[config.mk]
export PLATFORM = sky130hd
export DESIGN_NAME = flow_meter_pulse_totalizer_flat
export DESIGN_NICKNAME = d
export VERILOG_FILES = /design/src/rtl/fmpt_pkg.sv /design/src/rtl/fmpt_ifs.sv /design/src/rtl/fmpt_div.sv /design/src/rtl/flow_meter_pulse_totalizer.sv /design/src/flat_wrapper.sv
export SDC_FILE = /design/constraint.sdc
export NUM_CORES = 2
export LEC_CHECK = 0
export BUFFER_PORTS_ARGS = -buffer_cell sky130_fd_sc_hd__buf_2
export CAP_MARGIN = 5
export CORE_MARGIN = 5
export CORE_UTILIZATION = 25
export DETAILED_ROUTE_END_ITERATION = 12
export PLACE_DENSITY = 0.46
export SLEW_MARGIN = 5
export SYNTH_ARGS = -nofsm -noshare
export SYNTH_HDL_FRONTEND = slang
export SYNTH_SLANG_ARGS = --single-unit
[constraint.sdc]
create_clock -name i_clk -period 10.7 [get_ports i_clk]
set_input_delay 1.07 -clock i_clk [delete_from_list [all_inputs] [get_ports i_clk]]
set_output_delay 1.07 -clock i_clk [all_outputs]
set_load 0.01 [all_outputs]
[src/rtl/fmpt_pkg.sv]
`default_nettype none

package fmpt_pkg;

    // Field widths
    localparam int OP_W       = 2;
    localparam int LOAD_W     = 32;
    localparam int CNT_W      = 16;
    localparam int PPL_W      = 16;
    localparam int MS_W       = 16;
    localparam int WIN_W      = 26;
    localparam int FLOW_W     = 32;
    localparam int TOTAL_W    = 32;
    localparam int TOTAL_ML_W = 42;
    localparam int PROD_W     = 42;
    localparam int FLOW_DEN_W = 32;
    localparam int CFG_IDX_W  = 1;
    localparam int CFG_DATA_W = 16;

    // Item opcodes
    localparam logic [OP_W-1:0] OP_PULSE  = 2'd0;
    localparam logic [OP_W-1:0] OP_TICK   = 2'd1;
    localparam logic [OP_W-1:0] OP_LOAD   = 2'd2;
    localparam logic [OP_W-1:0] OP_STATUS = 2'd3;

    // Register indexes
    localparam logic [CFG_IDX_W-1:0] CFG_PULSES_PER_LITRE = 1'd0;
    localparam logic [CFG_IDX_W-1:0] CFG_SAMPLE_MS        = 1'd1;

    localparam logic [PPL_W-1:0] PPL_RESET = 16'd450;
    localparam logic [MS_W-1:0]  MS_RESET  = 16'd1000;

    // mL per litre times ms per minute
    localparam logic [PROD_W-1:0] ML_MIN_PER_LITRE_MS = 42'd60000000;

    // v * 1000 as v*1024 - v*16 - v*8
    function automatic logic [PROD_W-1:0] times_1000(input logic [TOTAL_W-1:0] v);
        logic [PROD_W-1:0] w;
        w = PROD_W'(v);
        return (w << 10) - (w << 4) - (w << 3);
    endfunction

endpackage

`default_nettype wire

[src/rtl/fmpt_ifs.sv]
`default_nettype none

interface fmpt_in_if;
    logic                          valid;
    logic                          ready;
    logic [fmpt_pkg::OP_W-1:0]     op;
    logic [fmpt_pkg::LOAD_W-1:0]   load_value;

    modport source (output valid, op, load_value, input ready);
    modport sink   (input valid, op, load_value, output ready);
endinterface

interface fmpt_out_if;
    logic                            valid;
    logic                            ready;
    logic                            sample_done;
    logic [fmpt_pkg::WIN_W-1:0]      window_ml;
    logic [fmpt_pkg::FLOW_W-1:0]     flow_ml_per_min;
    logic [fmpt_pkg::TOTAL_W-1:0]    total_count;
    logic [fmpt_pkg::TOTAL_ML_W-1:0] total_ml;
    logic                            changed;

    modport source (output valid, sample_done, window_ml, flow_ml_per_min, total_count,
                    total_ml, changed, input ready);
    modport sink   (input valid, sample_done, window_ml, flow_ml_per_min, total_count,
                    total_ml, changed, output ready);
endinterface

interface fmpt_cfg_if;
    logic                              valid;
    logic                              ready;
    logic [fmpt_pkg::CFG_IDX_W-1:0]    index;
    logic [fmpt_pkg::CFG_DATA_W-1:0]   data;

    modport source (output valid, index, data, input ready);
    modport sink   (input valid, index, data, output ready);
endinterface

`default_nettype wire

[src/rtl/fmpt_div.sv]
`default_nettype none

// Bit-serial restoring divider: one quotient bit per cycle, MSB first.
module fmpt_div #(
    parameter int NUM_W = fmpt_pkg::PROD_W,
    parameter int DEN_W = fmpt_pkg::PPL_W
) (
    input  wire logic             i_clk,
    input  wire logic             i_rst_n,
    input  wire logic             i_start,
    input  wire logic [NUM_W-1:0] i_num,
    input  wire logic [DEN_W-1:0] i_den,
    output logic                  o_busy,
    output logic [NUM_W-1:0]      o_quot
);

    localparam int CNT_W = $clog2(NUM_W + 1);

    logic [CNT_W-1:0] r_cnt;
    logic [DEN_W-1:0] r_rem;
    logic [DEN_W-1:0] r_den;
    logic [NUM_W-1:0] r_q;     // numerator shifts out the top, quotient in the bottom

    logic [DEN_W:0]   w_rem_sh;
    logic [DEN_W:0]   w_diff;
    logic             w_ge;

    assign w_rem_sh = {r_rem, r_q[NUM_W-1]};
    assign w_ge     = (w_rem_sh >= {1'b0, r_den});
    assign w_diff   = w_rem_sh - {1'b0, r_den};

    assign o_busy = (r_cnt != '0);
    assign o_quot = r_q;

    always_ff @(posedge i_clk) begin
        if (!i_rst_n) begin
            r_cnt <= '0;
        end else if (i_start && !o_busy) begin
            r_cnt <= CNT_W'(NUM_W);
            r_rem <= '0;
            r_den <= i_den;
            r_q   <= i_num;
        end else if (o_busy) begin
            r_cnt <= r_cnt - 1'b1;
            r_rem <= w_ge ? w_diff[DEN_W-1:0] : w_rem_sh[DEN_W-1:0];
            r_q   <= {r_q[NUM_W-2:0], w_ge};
        end
    end

endmodule

`default_nettype wire

[src/rtl/flow_meter_pulse_totalizer.sv]
`default_nettype none

// Flow meter pulse totalizer. Each transaction on i_in (pulse edge, millisecond tick,
// total load or dirty-clearing status read) yields exactly one result on o_out with the
// window volume and flow of the last closed window, the pulse total, its volume in mL
// and the dirty flag. Items are handled one at a time: an accepted item has its divider
// operands prepared in S_PREP, then waits in S_DIV for the bit-serial dividers, which
// produce one quotient bit per cycle while busy, and for a free output register; the next
// item is taken only back in S_IDLE. The result sits in an output register, so the next
// item is accepted while a result still waits. Configuration writes on i_cfg are always
// taken.
module flow_meter_pulse_totalizer (
    input  wire logic   i_clk,
    input  wire logic   i_rst_n,
    fmpt_in_if.sink     i_in,
    fmpt_out_if.source  o_out,
    fmpt_cfg_if.sink    i_cfg
);

    typedef enum logic [1:0] {
        S_IDLE,
        S_PREP,
        S_DIV
    } t_state;

    t_state r_state;

    logic [fmpt_pkg::PPL_W-1:0]      r_ppl;
    logic [fmpt_pkg::MS_W-1:0]       r_sample_ms;
    logic [fmpt_pkg::CNT_W-1:0]      r_wc;
    logic [fmpt_pkg::MS_W-1:0]       r_el;
    logic [fmpt_pkg::TOTAL_W-1:0]    r_total;
    logic                            r_dirty;
    logic [fmpt_pkg::WIN_W-1:0]      r_last_win;
    logic [fmpt_pkg::FLOW_W-1:0]     r_last_flow;

    logic                            r_closing;
    logic                            r_changed;
    logic [fmpt_pkg::CNT_W-1:0]      r_close_n;
    logic [fmpt_pkg::MS_W-1:0]       r_close_el;

    logic                            r_out_valid;
    logic                            r_out_done;
    logic [fmpt_pkg::WIN_W-1:0]      r_out_win;
    logic [fmpt_pkg::FLOW_W-1:0]     r_out_flow;
    logic [fmpt_pkg::TOTAL_W-1:0]    r_out_total;
    logic [fmpt_pkg::TOTAL_ML_W-1:0] r_out_total_ml;
    logic                            r_out_changed;

    logic [fmpt_pkg::CNT_W-1:0]      n_wc;
    logic [fmpt_pkg::MS_W-1:0]       n_el;
    logic [fmpt_pkg::TOTAL_W-1:0]    n_total;
    logic                            n_dirty;
    logic                            n_closing;
    logic                            n_changed;
    logic [fmpt_pkg::MS_W-1:0]       w_el_inc;

    logic [fmpt_pkg::WIN_W-1:0]      n_last_win;
    logic [fmpt_pkg::FLOW_W-1:0]     n_last_flow;
    logic [fmpt_pkg::TOTAL_ML_W-1:0] n_total_ml;

    logic                            w_start;
    logic                            w_ppl_zero;
    logic [fmpt_pkg::PROD_W-1:0]     w_total_num;
    logic [fmpt_pkg::PROD_W-1:0]     w_win_prod;
    logic [fmpt_pkg::PROD_W-1:0]     w_flow_num;
    logic [fmpt_pkg::FLOW_DEN_W-1:0] w_flow_den;

    logic                            w_busy_total;
    logic                            w_busy_win;
    logic                            w_busy_flow;
    logic [fmpt_pkg::PROD_W-1:0]     w_q_total;
    logic [fmpt_pkg::WIN_W-1:0]      w_q_win;
    logic [fmpt_pkg::PROD_W-1:0]     w_q_flow;
    logic                            w_out_free;
    logic                            w_finish;

    assign i_in.ready  = (r_state == S_IDLE);
    assign i_cfg.ready = 1'b1;

    assign o_out.valid           = r_out_valid;
    assign o_out.sample_done     = r_out_done;
    assign o_out.window_ml       = r_out_win;
    assign o_out.flow_ml_per_min = r_out_flow;
    assign o_out.total_count     = r_out_total;
    assign o_out.total_ml        = r_out_total_ml;
    assign o_out.changed         = r_out_changed;

    // Item update on acceptance
    always_comb begin
        n_wc      = r_wc;
        n_el      = r_el;
        n_total   = r_total;
        n_dirty   = r_dirty;
        n_closing = 1'b0;
        w_el_inc  = (r_el == '1) ? r_el : r_el + 1'b1;
        unique case (i_in.op)
            fmpt_pkg::OP_PULSE: begin
                if (r_wc != '1) begin
                    n_wc = r_wc + 1'b1;
                end
            end
            fmpt_pkg::OP_TICK: begin
                if (w_el_inc >= r_sample_ms) begin
                    n_closing = 1'b1;
                    n_wc      = '0;
                    n_el      = '0;
                    if (r_wc != '0) begin
                        n_total = r_total + fmpt_pkg::TOTAL_W'(r_wc);
                        n_dirty = 1'b1;
                    end
                end else begin
                    n_el = w_el_inc;
                end
            end
            fmpt_pkg::OP_LOAD: begin
                n_total = i_in.load_value;
            end
            fmpt_pkg::OP_STATUS: begin
                n_dirty = 1'b0;
            end
        endcase
        // flag as it stands before the status read clears it
        n_changed = (i_in.op == fmpt_pkg::OP_STATUS) ? r_dirty : n_dirty;
    end

    // Divider operands, taken from registers in S_PREP
    assign w_start     = (r_state == S_PREP);
    assign w_ppl_zero  = (r_ppl == '0);
    assign w_total_num = fmpt_pkg::times_1000(r_total);
    assign w_win_prod  = fmpt_pkg::times_1000(fmpt_pkg::TOTAL_W'(r_close_n));
    assign w_flow_num  = fmpt_pkg::PROD_W'(r_close_n) * fmpt_pkg::ML_MIN_PER_LITRE_MS;
    assign w_flow_den  = fmpt_pkg::FLOW_DEN_W'(r_close_el) * fmpt_pkg::FLOW_DEN_W'(r_ppl);

    fmpt_div #(
        .NUM_W (fmpt_pkg::PROD_W),
        .DEN_W (fmpt_pkg::PPL_W)
    ) u_div_total (
        .i_clk   (i_clk),
        .i_rst_n (i_rst_n),
        .i_start (w_start),
        .i_num   (w_total_num),
        .i_den   (r_ppl),
        .o_busy  (w_busy_total),
        .o_quot  (w_q_total)
    );

    fmpt_div #(
        .NUM_W (fmpt_pkg::WIN_W),
        .DEN_W (fmpt_pkg::PPL_W)
    ) u_div_win (
        .i_clk   (i_clk),
        .i_rst_n (i_rst_n),
        .i_start (w_start & r_closing),
        .i_num   (w_win_prod[fmpt_pkg::WIN_W-1:0]),
        .i_den   (r_ppl),
        .o_busy  (w_busy_win),
        .o_quot  (w_q_win)
    );

    fmpt_div #(
        .NUM_W (fmpt_pkg::PROD_W),
        .DEN_W (fmpt_pkg::FLOW_DEN_W)
    ) u_div_flow (
        .i_clk   (i_clk),
        .i_rst_n (i_rst_n),
        .i_start (w_start & r_closing),
        .i_num   (w_flow_num),
        .i_den   (w_flow_den),
        .o_busy  (w_busy_flow),
        .o_quot  (w_q_flow)
    );

    // Result assembly once the dividers finish
    always_comb begin
        n_last_win  = r_last_win;
        n_last_flow = r_last_flow;
        if (r_closing) begin
            if (w_ppl_zero) begin
                n_last_win  = '0;
                n_last_flow = '0;
            end else begin
                n_last_win = w_q_win;
                if (w_q_flow[fmpt_pkg::PROD_W-1:fmpt_pkg::FLOW_W] != '0) begin
                    n_last_flow = '1;
                end else begin
                    n_last_flow = w_q_flow[fmpt_pkg::FLOW_W-1:0];
                end
            end
        end
        n_total_ml = w_ppl_zero ? '0 : w_q_total;
    end

    assign w_out_free = !r_out_valid || o_out.ready;
    assign w_finish   = (r_state == S_DIV) && !w_busy_total && !w_busy_win && !w_busy_flow
                        && w_out_free;

    always_ff @(posedge i_clk) begin
        if (!i_rst_n) begin
            r_state     <= S_IDLE;
            r_out_valid <= 1'b0;
            r_ppl       <= fmpt_pkg::PPL_RESET;
            r_sample_ms <= fmpt_pkg::MS_RESET;
            r_wc        <= '0;
            r_el        <= '0;
            r_total     <= '0;
            r_dirty     <= 1'b0;
            r_last_win  <= '0;
            r_last_flow <= '0;
            r_closing   <= 1'b0;
        end else begin
            if (i_cfg.valid) begin
                unique case (i_cfg.index)
                    fmpt_pkg::CFG_PULSES_PER_LITRE: r_ppl       <= i_cfg.data;
                    fmpt_pkg::CFG_SAMPLE_MS:        r_sample_ms <= i_cfg.data;
                endcase
            end

            if (r_out_valid && o_out.ready && !w_finish) begin
                r_out_valid <= 1'b0;
            end

            unique case (r_state)
                S_IDLE: begin
                    if (i_in.valid) begin
                        r_wc       <= n_wc;
                        r_el       <= n_el;
                        r_total    <= n_total;
                        r_dirty    <= n_dirty;
                        r_closing  <= n_closing;
                        r_changed  <= n_changed;
                        r_close_n  <= r_wc;
                        r_close_el <= w_el_inc;
                        r_state    <= S_PREP;
                    end
                end
                S_PREP: begin
                    r_state <= S_DIV;
                end
                S_DIV: begin
                    if (w_finish) begin
                        r_last_win     <= n_last_win;
                        r_last_flow    <= n_last_flow;
                        r_out_valid    <= 1'b1;
                        r_out_done     <= r_closing;
                        r_out_win      <= n_last_win;
                        r_out_flow     <= n_last_flow;
                        r_out_total    <= r_total;
                        r_out_total_ml <= n_total_ml;
                        r_out_changed  <= r_changed;
                        r_state        <= S_IDLE;
                    end
                end
                default: begin
                    r_state <= S_IDLE;
                end
            endcase
        end
    end

endmodule

`default_nettype wire
[src/flat_wrapper.sv]
// flat-port wrapper written by rule: the top's interface ports become plain ports
module flow_meter_pulse_totalizer_flat 
  (i_clk, i_rst_n, i_in_valid, i_in_op, i_in_load_value, i_in_ready, o_out_valid, o_out_sample_done, o_out_window_ml, o_out_flow_ml_per_min, o_out_total_count, o_out_total_ml, o_out_changed, o_out_ready, i_cfg_valid, i_cfg_index, i_cfg_data, i_cfg_ready);
  fmpt_in_if i_in_i ();
  fmpt_out_if o_out_i ();
  fmpt_cfg_if i_cfg_i ();
  input  wire logic i_clk;
  input  wire logic i_rst_n;
  input wire logic [$bits(i_in_i.valid)-1:0] i_in_valid;
  input wire logic [$bits(i_in_i.op)-1:0] i_in_op;
  input wire logic [$bits(i_in_i.load_value)-1:0] i_in_load_value;
  output wire logic [$bits(i_in_i.ready)-1:0] i_in_ready;
  output wire logic [$bits(o_out_i.valid)-1:0] o_out_valid;
  output wire logic [$bits(o_out_i.sample_done)-1:0] o_out_sample_done;
  output wire logic [$bits(o_out_i.window_ml)-1:0] o_out_window_ml;
  output wire logic [$bits(o_out_i.flow_ml_per_min)-1:0] o_out_flow_ml_per_min;
  output wire logic [$bits(o_out_i.total_count)-1:0] o_out_total_count;
  output wire logic [$bits(o_out_i.total_ml)-1:0] o_out_total_ml;
  output wire logic [$bits(o_out_i.changed)-1:0] o_out_changed;
  input wire logic [$bits(o_out_i.ready)-1:0] o_out_ready;
  input wire logic [$bits(i_cfg_i.valid)-1:0] i_cfg_valid;
  input wire logic [$bits(i_cfg_i.index)-1:0] i_cfg_index;
  input wire logic [$bits(i_cfg_i.data)-1:0] i_cfg_data;
  output wire logic [$bits(i_cfg_i.ready)-1:0] i_cfg_ready;
  assign i_in_i.valid = i_in_valid;
  assign i_in_i.op = i_in_op;
  assign i_in_i.load_value = i_in_load_value;
  assign i_in_ready = i_in_i.ready;
  assign o_out_valid = o_out_i.valid;
  assign o_out_sample_done = o_out_i.sample_done;
  assign o_out_window_ml = o_out_i.window_ml;
  assign o_out_flow_ml_per_min = o_out_i.flow_ml_per_min;
  assign o_out_total_count = o_out_i.total_count;
  assign o_out_total_ml = o_out_i.total_ml;
  assign o_out_changed = o_out_i.changed;
  assign o_out_i.ready = o_out_ready;
  assign i_cfg_i.valid = i_cfg_valid;
  assign i_cfg_i.index = i_cfg_index;
  assign i_cfg_i.data = i_cfg_data;
  assign i_cfg_ready = i_cfg_i.ready;
  flow_meter_pulse_totalizer u_core (.i_clk(i_clk), .i_rst_n(i_rst_n), .i_in(i_in_i), .o_out(o_out_i), .i_cfg(i_cfg_i));
endmodule
======== Yosys cells after proc, flatten, opt, wreduce, memory -nomap -nowiden ========
Cells that the tools add are included.
cells by class
  equal/unequal tests ..................... 12
  multiplexer cells ....................... 43
  multiply operators ...................... 2
  bitwise gates (word level) .............. 3
  reduce and logical (&&, ||, !) cells .... 47
  magnitude comparators ................... 4
  $add $sub $neg .......................... 13
operator list
  operator                count
  $mux 32                 7
  $mux 42                 4
  $mux 16                 8
  $mux 26                 4
  $pmux 32 s2             1
  $sub 42x35->42          1
  $sub 42x36->42          1
  $ge 17x16->1            2
  $mul 16x18->34 const B  1
  $ge 33x32->1            1
  $add 16x1->16 const B   2
  $add 32x16->32          1
  $mul 16x16->32          1
  $pmux 16 s2             1
  $sub 16x16->16          2
  $sub 32x32->32          1
  $sub 26x19->26          1
  $sub 26x20->26          1
  $mux 6                  4
  $reduce_and 2->1        11
  $eq 16x16->1 const B    1
  $ge 16x16->1            1
  $logic_not 16->1        1
  $ne 16x16->1 const B    1
  25 further kinds        65
storage, ports and cells
  flip-flop bits (word level) ............. 581
  input port bits ......................... 56
  output and inout port bits .............. 137
  logic and storage cells ................. 160

======== Longest topological paths before layout ========
  depth in word-level cells ............... 11
  depth in mapped cells ................... 26

======== Cells and area by module ========
Synthesis repeated with hierarchy kept, for this count alone.
second synthesis, totals
  cells, all modules ...................... 4915
  area total of the unflattened synthesis .. 46348.2 um^2
modules (own cells, without submodules)
  module                         sequential area each (um^2)  area each (um^2)  instances  cells each
  flow_meter_pulse_totalizer     8197.9                       32253.4           1          3474
  fmpt_div (u_core.u_div_flow)   3303.2                       6473.7            1          666
  fmpt_div (u_core.u_div_total)  2342.2                       4150.2            1          408
  fmpt_div (u_core.u_div_win)    1841.8                       3470.8            1          367

======== Worst setup path before layout ========
Ideal clock, no wire load.
  path type ............................... register to register
  start ................................... register u_core.r_ppl[9] in the netlist's numbering
  end ..................................... register u_core.u_div_flow.r_den[31], data pin
  stages on the path, launching flop included .. 24
  path slack .............................. 4.165 ns
  arrival time ............................ 6.275 ns
  path through ............................ dfxtp_1 > clkbuf_1 > clkbuf_1 > nand2_1 > fa_1 > inv_1 > fa_1 > fa_1 > fa_1 > fa_1 > inv_1 > fa_1 > inv_1 > ha_1 > a21oi_1 > o21ai_0 > or3_1 > a41o_1 > nand2_1 > o21ai_1 > o41a_1 > a41oi_1 > a31oi_1 > xnor2_1
between the ends
  longest elaborated chain between the ends .. 1
RTL lines
  element                          line                               text
  start, declared                  flow_meter_pulse_totalizer.sv:28   logic [fmpt_pkg::PPL_W-1:0] r_ppl;
  start signal, assigned           flow_meter_pulse_totalizer.sv:202  r_ppl <= fmpt_pkg::PPL_RESET;
  start signal, assigned           flow_meter_pulse_totalizer.sv:214  fmpt_pkg::CFG_PULSES_PER_LITRE: r_ppl <= i_cfg.data;
  $mul 16x16->32                   flow_meter_pulse_totalizer.sv:133  assign w_flow_den = fmpt_pkg::FLOW_DEN_W'(r_close_el) * fmpt_pkg::FLOW_DEN_W'(r_ppl);
  net u_core.u_div_flow.i_den[31]  fmpt_div.sv:12                     input wire logic [DEN_W-1:0] i_den,
  end signal, assigned             fmpt_div.sv:41                     r_den <= i_den;
  end, declared                    fmpt_div.sv:21                     logic [DEN_W-1:0] r_den;
The timed path passes the listed nets, and every way through them passes these cells.
A chain may end at the register's enable or synchronous reset.

======== Final worst setup path ========
Same ends and word-level chain as after synthesis.

==> impl_metrics.yaml <==
status:
  status: "finished clean"
yosys:
  ys_types: 92
  synth-seq-area-share: 0.342
  ys.flop_type: "edfxtp_1"
  ys_warn_count: 0
  postSynthCellCount: 4688
  synthTopCellsByCount: "inv_1, nand2_1, ha_1, edfxtp_1, fa_1"
  syn_area_sq_um: 45800
  synth_most_common_cell: "inv_1"
  yosysTopAreaCell: "edfxtp_1"
  synthArstFlopShare: 0
  synth_seq_cells: 581
  synth_edf_count: 405
  yosysTopAreaCellShare: 0.265
  synth_fp_nets: 5502
  synthTopCellsByArea: "edfxtp_1, fa_1, ha_1"
  avgSynthCellArea_sq_um: 9.77
power_and_ir_drop:
  sw_frac_of_total: 0.404
  pwr-share-comb: 0.502
  seqPwrFrac: 0.277
  p_clk_frac: 0.221
  vdd_drop_max_mv: 0.185
  power_density_nw_per_um2: 229
  p_sw_w: 0.00479
  p_int_w: 0.00707
  p_leak_nw: 22.3
clock_tree:
  ctsHoldBuffers: 0
  insertion_delay_ns: 0.68
  numCtsBuffers: 75
  cts.sinks: 581
  clk_path_buf_depth: 3
  clk_pin_slew_worst_paths_ns: 0.06
  cts_resized: 0
  post-cts-setup-buffers: 0
  cts_tree: "done"
  cts_root_buf: "clkbuf_16"
  cts-htree-levels: 3
grt:
  grt_use_total: 0.134
  grt_max_degree: 82
  gr-total-overflow: 0
  grt_pass1_vias: 33800
  grt_pass1_wl_um: 203000
  grt_antenna_before_repair: 9
floorplan:
  fp-row-count: 157
  fp.dieH_um: 438
  io_pins: 193
  initial_utilization: 0.251
  die-area_sq_um: 192000
  die_x_um: 438
  core_area_sq_um: 183000
detailed_routing:
  routed_via_density: 4.56
  drc: 0
  dr.pass1.iters: 5
  vias: 33000
  drtIter0Drc: 1859
  post_drt_wl_per_cell_um: 17.9
  wl_um: 130000
  drtAntennaViolNets: 0
placement:
  io_buffers: 191
  globalplace.congestion: 0.849
  dpl.hpwl_um: 99000
worst_setup_path:
  path_class: "reg -> reg"
  cp.required_ns: 11.11
  crit_fanout: 20
  arrival_ns: 7.60
  critPathCaptureType: "register"
  crit_path_start_kind: "register"
sta:
  tightest_slew_ns: 1.11
  slew_headroom: 0.258
  rsz0062_at_grt: "false"
  finalClockSkew_ns: 0.0530
  hold_viol_final: 0
  timing.fmax_mhz: 139
  period_share: 0.672
  drv_slew: 0
  fin_setup_tns_ns: 0
  finalSetupViolations: 0
  min_period_ns: 7.19
finish:
  drive_gt1_frac: 0.0810
  area_growth_pct: 13.0
  layout.nets: 5605
  final_util: 0.283
job:
  max_cap_violations: 0
hold_path:
  hold_path.class: "reg -> reg"
## sequential cells by signal (all words and copies together), names as in the netlist, 32 cells and up
name	count
u_core.o_out.total_ml	42
u_core.u_div_flow.r_den	32
u_core.r_last_flow	32
u_core.u_div_flow.r_rem	32
u_core.u_div_total.o_quot	42
u_core.u_div_flow.o_quot	42
u_core.o_out.total_count	32
u_core.r_total	32
u_core.o_out.flow_ml_per_min	32
## routing by layer
layer | routed length [um] | track usage
met1 | 58600 | 0.174
met2 | 65200 | 0.240
met3 | 3260 | 0.0142
met4 | 2590 | 0.0302
met5 | 0 | 0
## worst max-delay path: stages, from the launching register on
cell and delay, ns:
dfxtp_1 0.93, nand2_1 0.18, fa_1 0.54, fa_1 0.51, inv_1 0.05, fa_1 0.47, fa_1 0.53, fa_1 0.54
inv_1 0.05, fa_1 0.53, inv_1 0.06, ha_1 0.36, a21oi_1 0.15, o21ai_0 0.16, or3_1 0.37, a41o_1 0.23
nand2_1 0.13, o21ai_1 0.16, o41a_1 0.36, a41oi_1 0.33, a31oi_1 0.15, xnor2_1 0.14
## through the flow
| step | setup slack, ns | hold WS (ns) | instances | cell area (sq um) | power, W |
|---|---|---|---|---|---|
| after floorplan | 4.16 | 0.400 | 4688 | 45800 | 0.00788 |
| after global routing | 3.16 | 0.436 | 7238 | 51800 | 0.0129 |
| final | 3.51 | 0.434 | 7242 | 51800 | 0.0119 |
| after detailed placement | 3.43 | 0.418 | 7099 | 49200 | 0.00930 |
| after global placement | 3.46 | 0.420 | 7099 | 49200 | 0.00929 |
| after CTS | 3.46 | 0.431 | 7238 | 51800 | 0.0120 |
## cell families (layout without fill, tap and decap cells)
kind of cell | count (synthesis) | count (layout) | share of synthesized area
AOI/OAI and AO/OA | 878 | 878 | 0.124
xor gates and xnor gates | 204 | 204 | 0.0390
adders and majority gates | 758 | 758 | 0.259
buffers and inverters | 829 | 994 | 0.0694
DFF | 581 | 581 | 0.342
muxes | 118 | 118 | 0.0259
other | 1 | 5 | 0.0000818
and+or+nand+nor | 1319 | 1319 | 0.140
## cell usage in the layout, fill, tap and decap left out, drive strengths merged, types with 13 or more instances in the layout
cell,netlist,layout
ha,443,443
nand2,487,487
xor2,61,61
and3,47,47
or2,14,14
clkbuf,175,97
nor2b,97,97
mux2i,113,113
and2,205,205
inv,634,640
nand3,107,107
o21bai,21,21
a31oi,27,27
o21a,26,26
o211ai,61,61
nand2b,30,30
fa,315,315
clkinv,0,25
o21ai,263,263
a21oi,192,192
xnor2,143,143
a21o,83,83
a22o,13,13
nor2,196,196
a21boi,34,34
nand4,29,29
o211a,18,18
buf,20,221
or3,17,17
edfxtp,405,405
nor4,15,15
nor3,45,45
a211oi,26,26
o31ai,15,15
dfxtp,176,176
## power by group through the flow
| stage | Combinational [W] | Clock (W) | Sequential [W] |
|---|---|---|---|
| after floorplan | 0.00467 | 0 | 0.00321 |
| after global placement | 0.00596 | 0 | 0.00333 |
| final | 0.00595 | 0.00263 | 0.00328 |
| after global routing | 0.00681 | 0.00281 | 0.00332 |
| after CTS | 0.00602 | 0.00272 | 0.00329 |
| after detailed placement | 0.00598 | 0 | 0.00332 |
## cell type report
cell class / count / area (sq um)
antenna: 4 / 10.0
clock buffer: 97 / 2030
clock inverter: 42 / 499
fill: 19300 / 131000
inverter: 634 / 2380
multi-input combinational: 3278 / 27000
sequential: 581 / 15700
tap: 2385 / 2980
timing repair buffer: 221 / 1180
## worst paths after layout
check	start	endpoint	slack (ns)	depth (start not counted)
worst min-delay path	u_core.r_changed	u_core.o_out.changed	0.43	0
worst max-delay path	u_core.r_ppl[9]	u_core.u_div_flow.r_den[31]	3.51	21
worst max register to register	u_core.r_ppl[9]	u_core.u_div_flow.r_den[31]	3.51	21
worst min register to register	u_core.r_changed	u_core.o_out.changed	0.43	0
No activity file was read; power rests on OpenSTA's default activity.
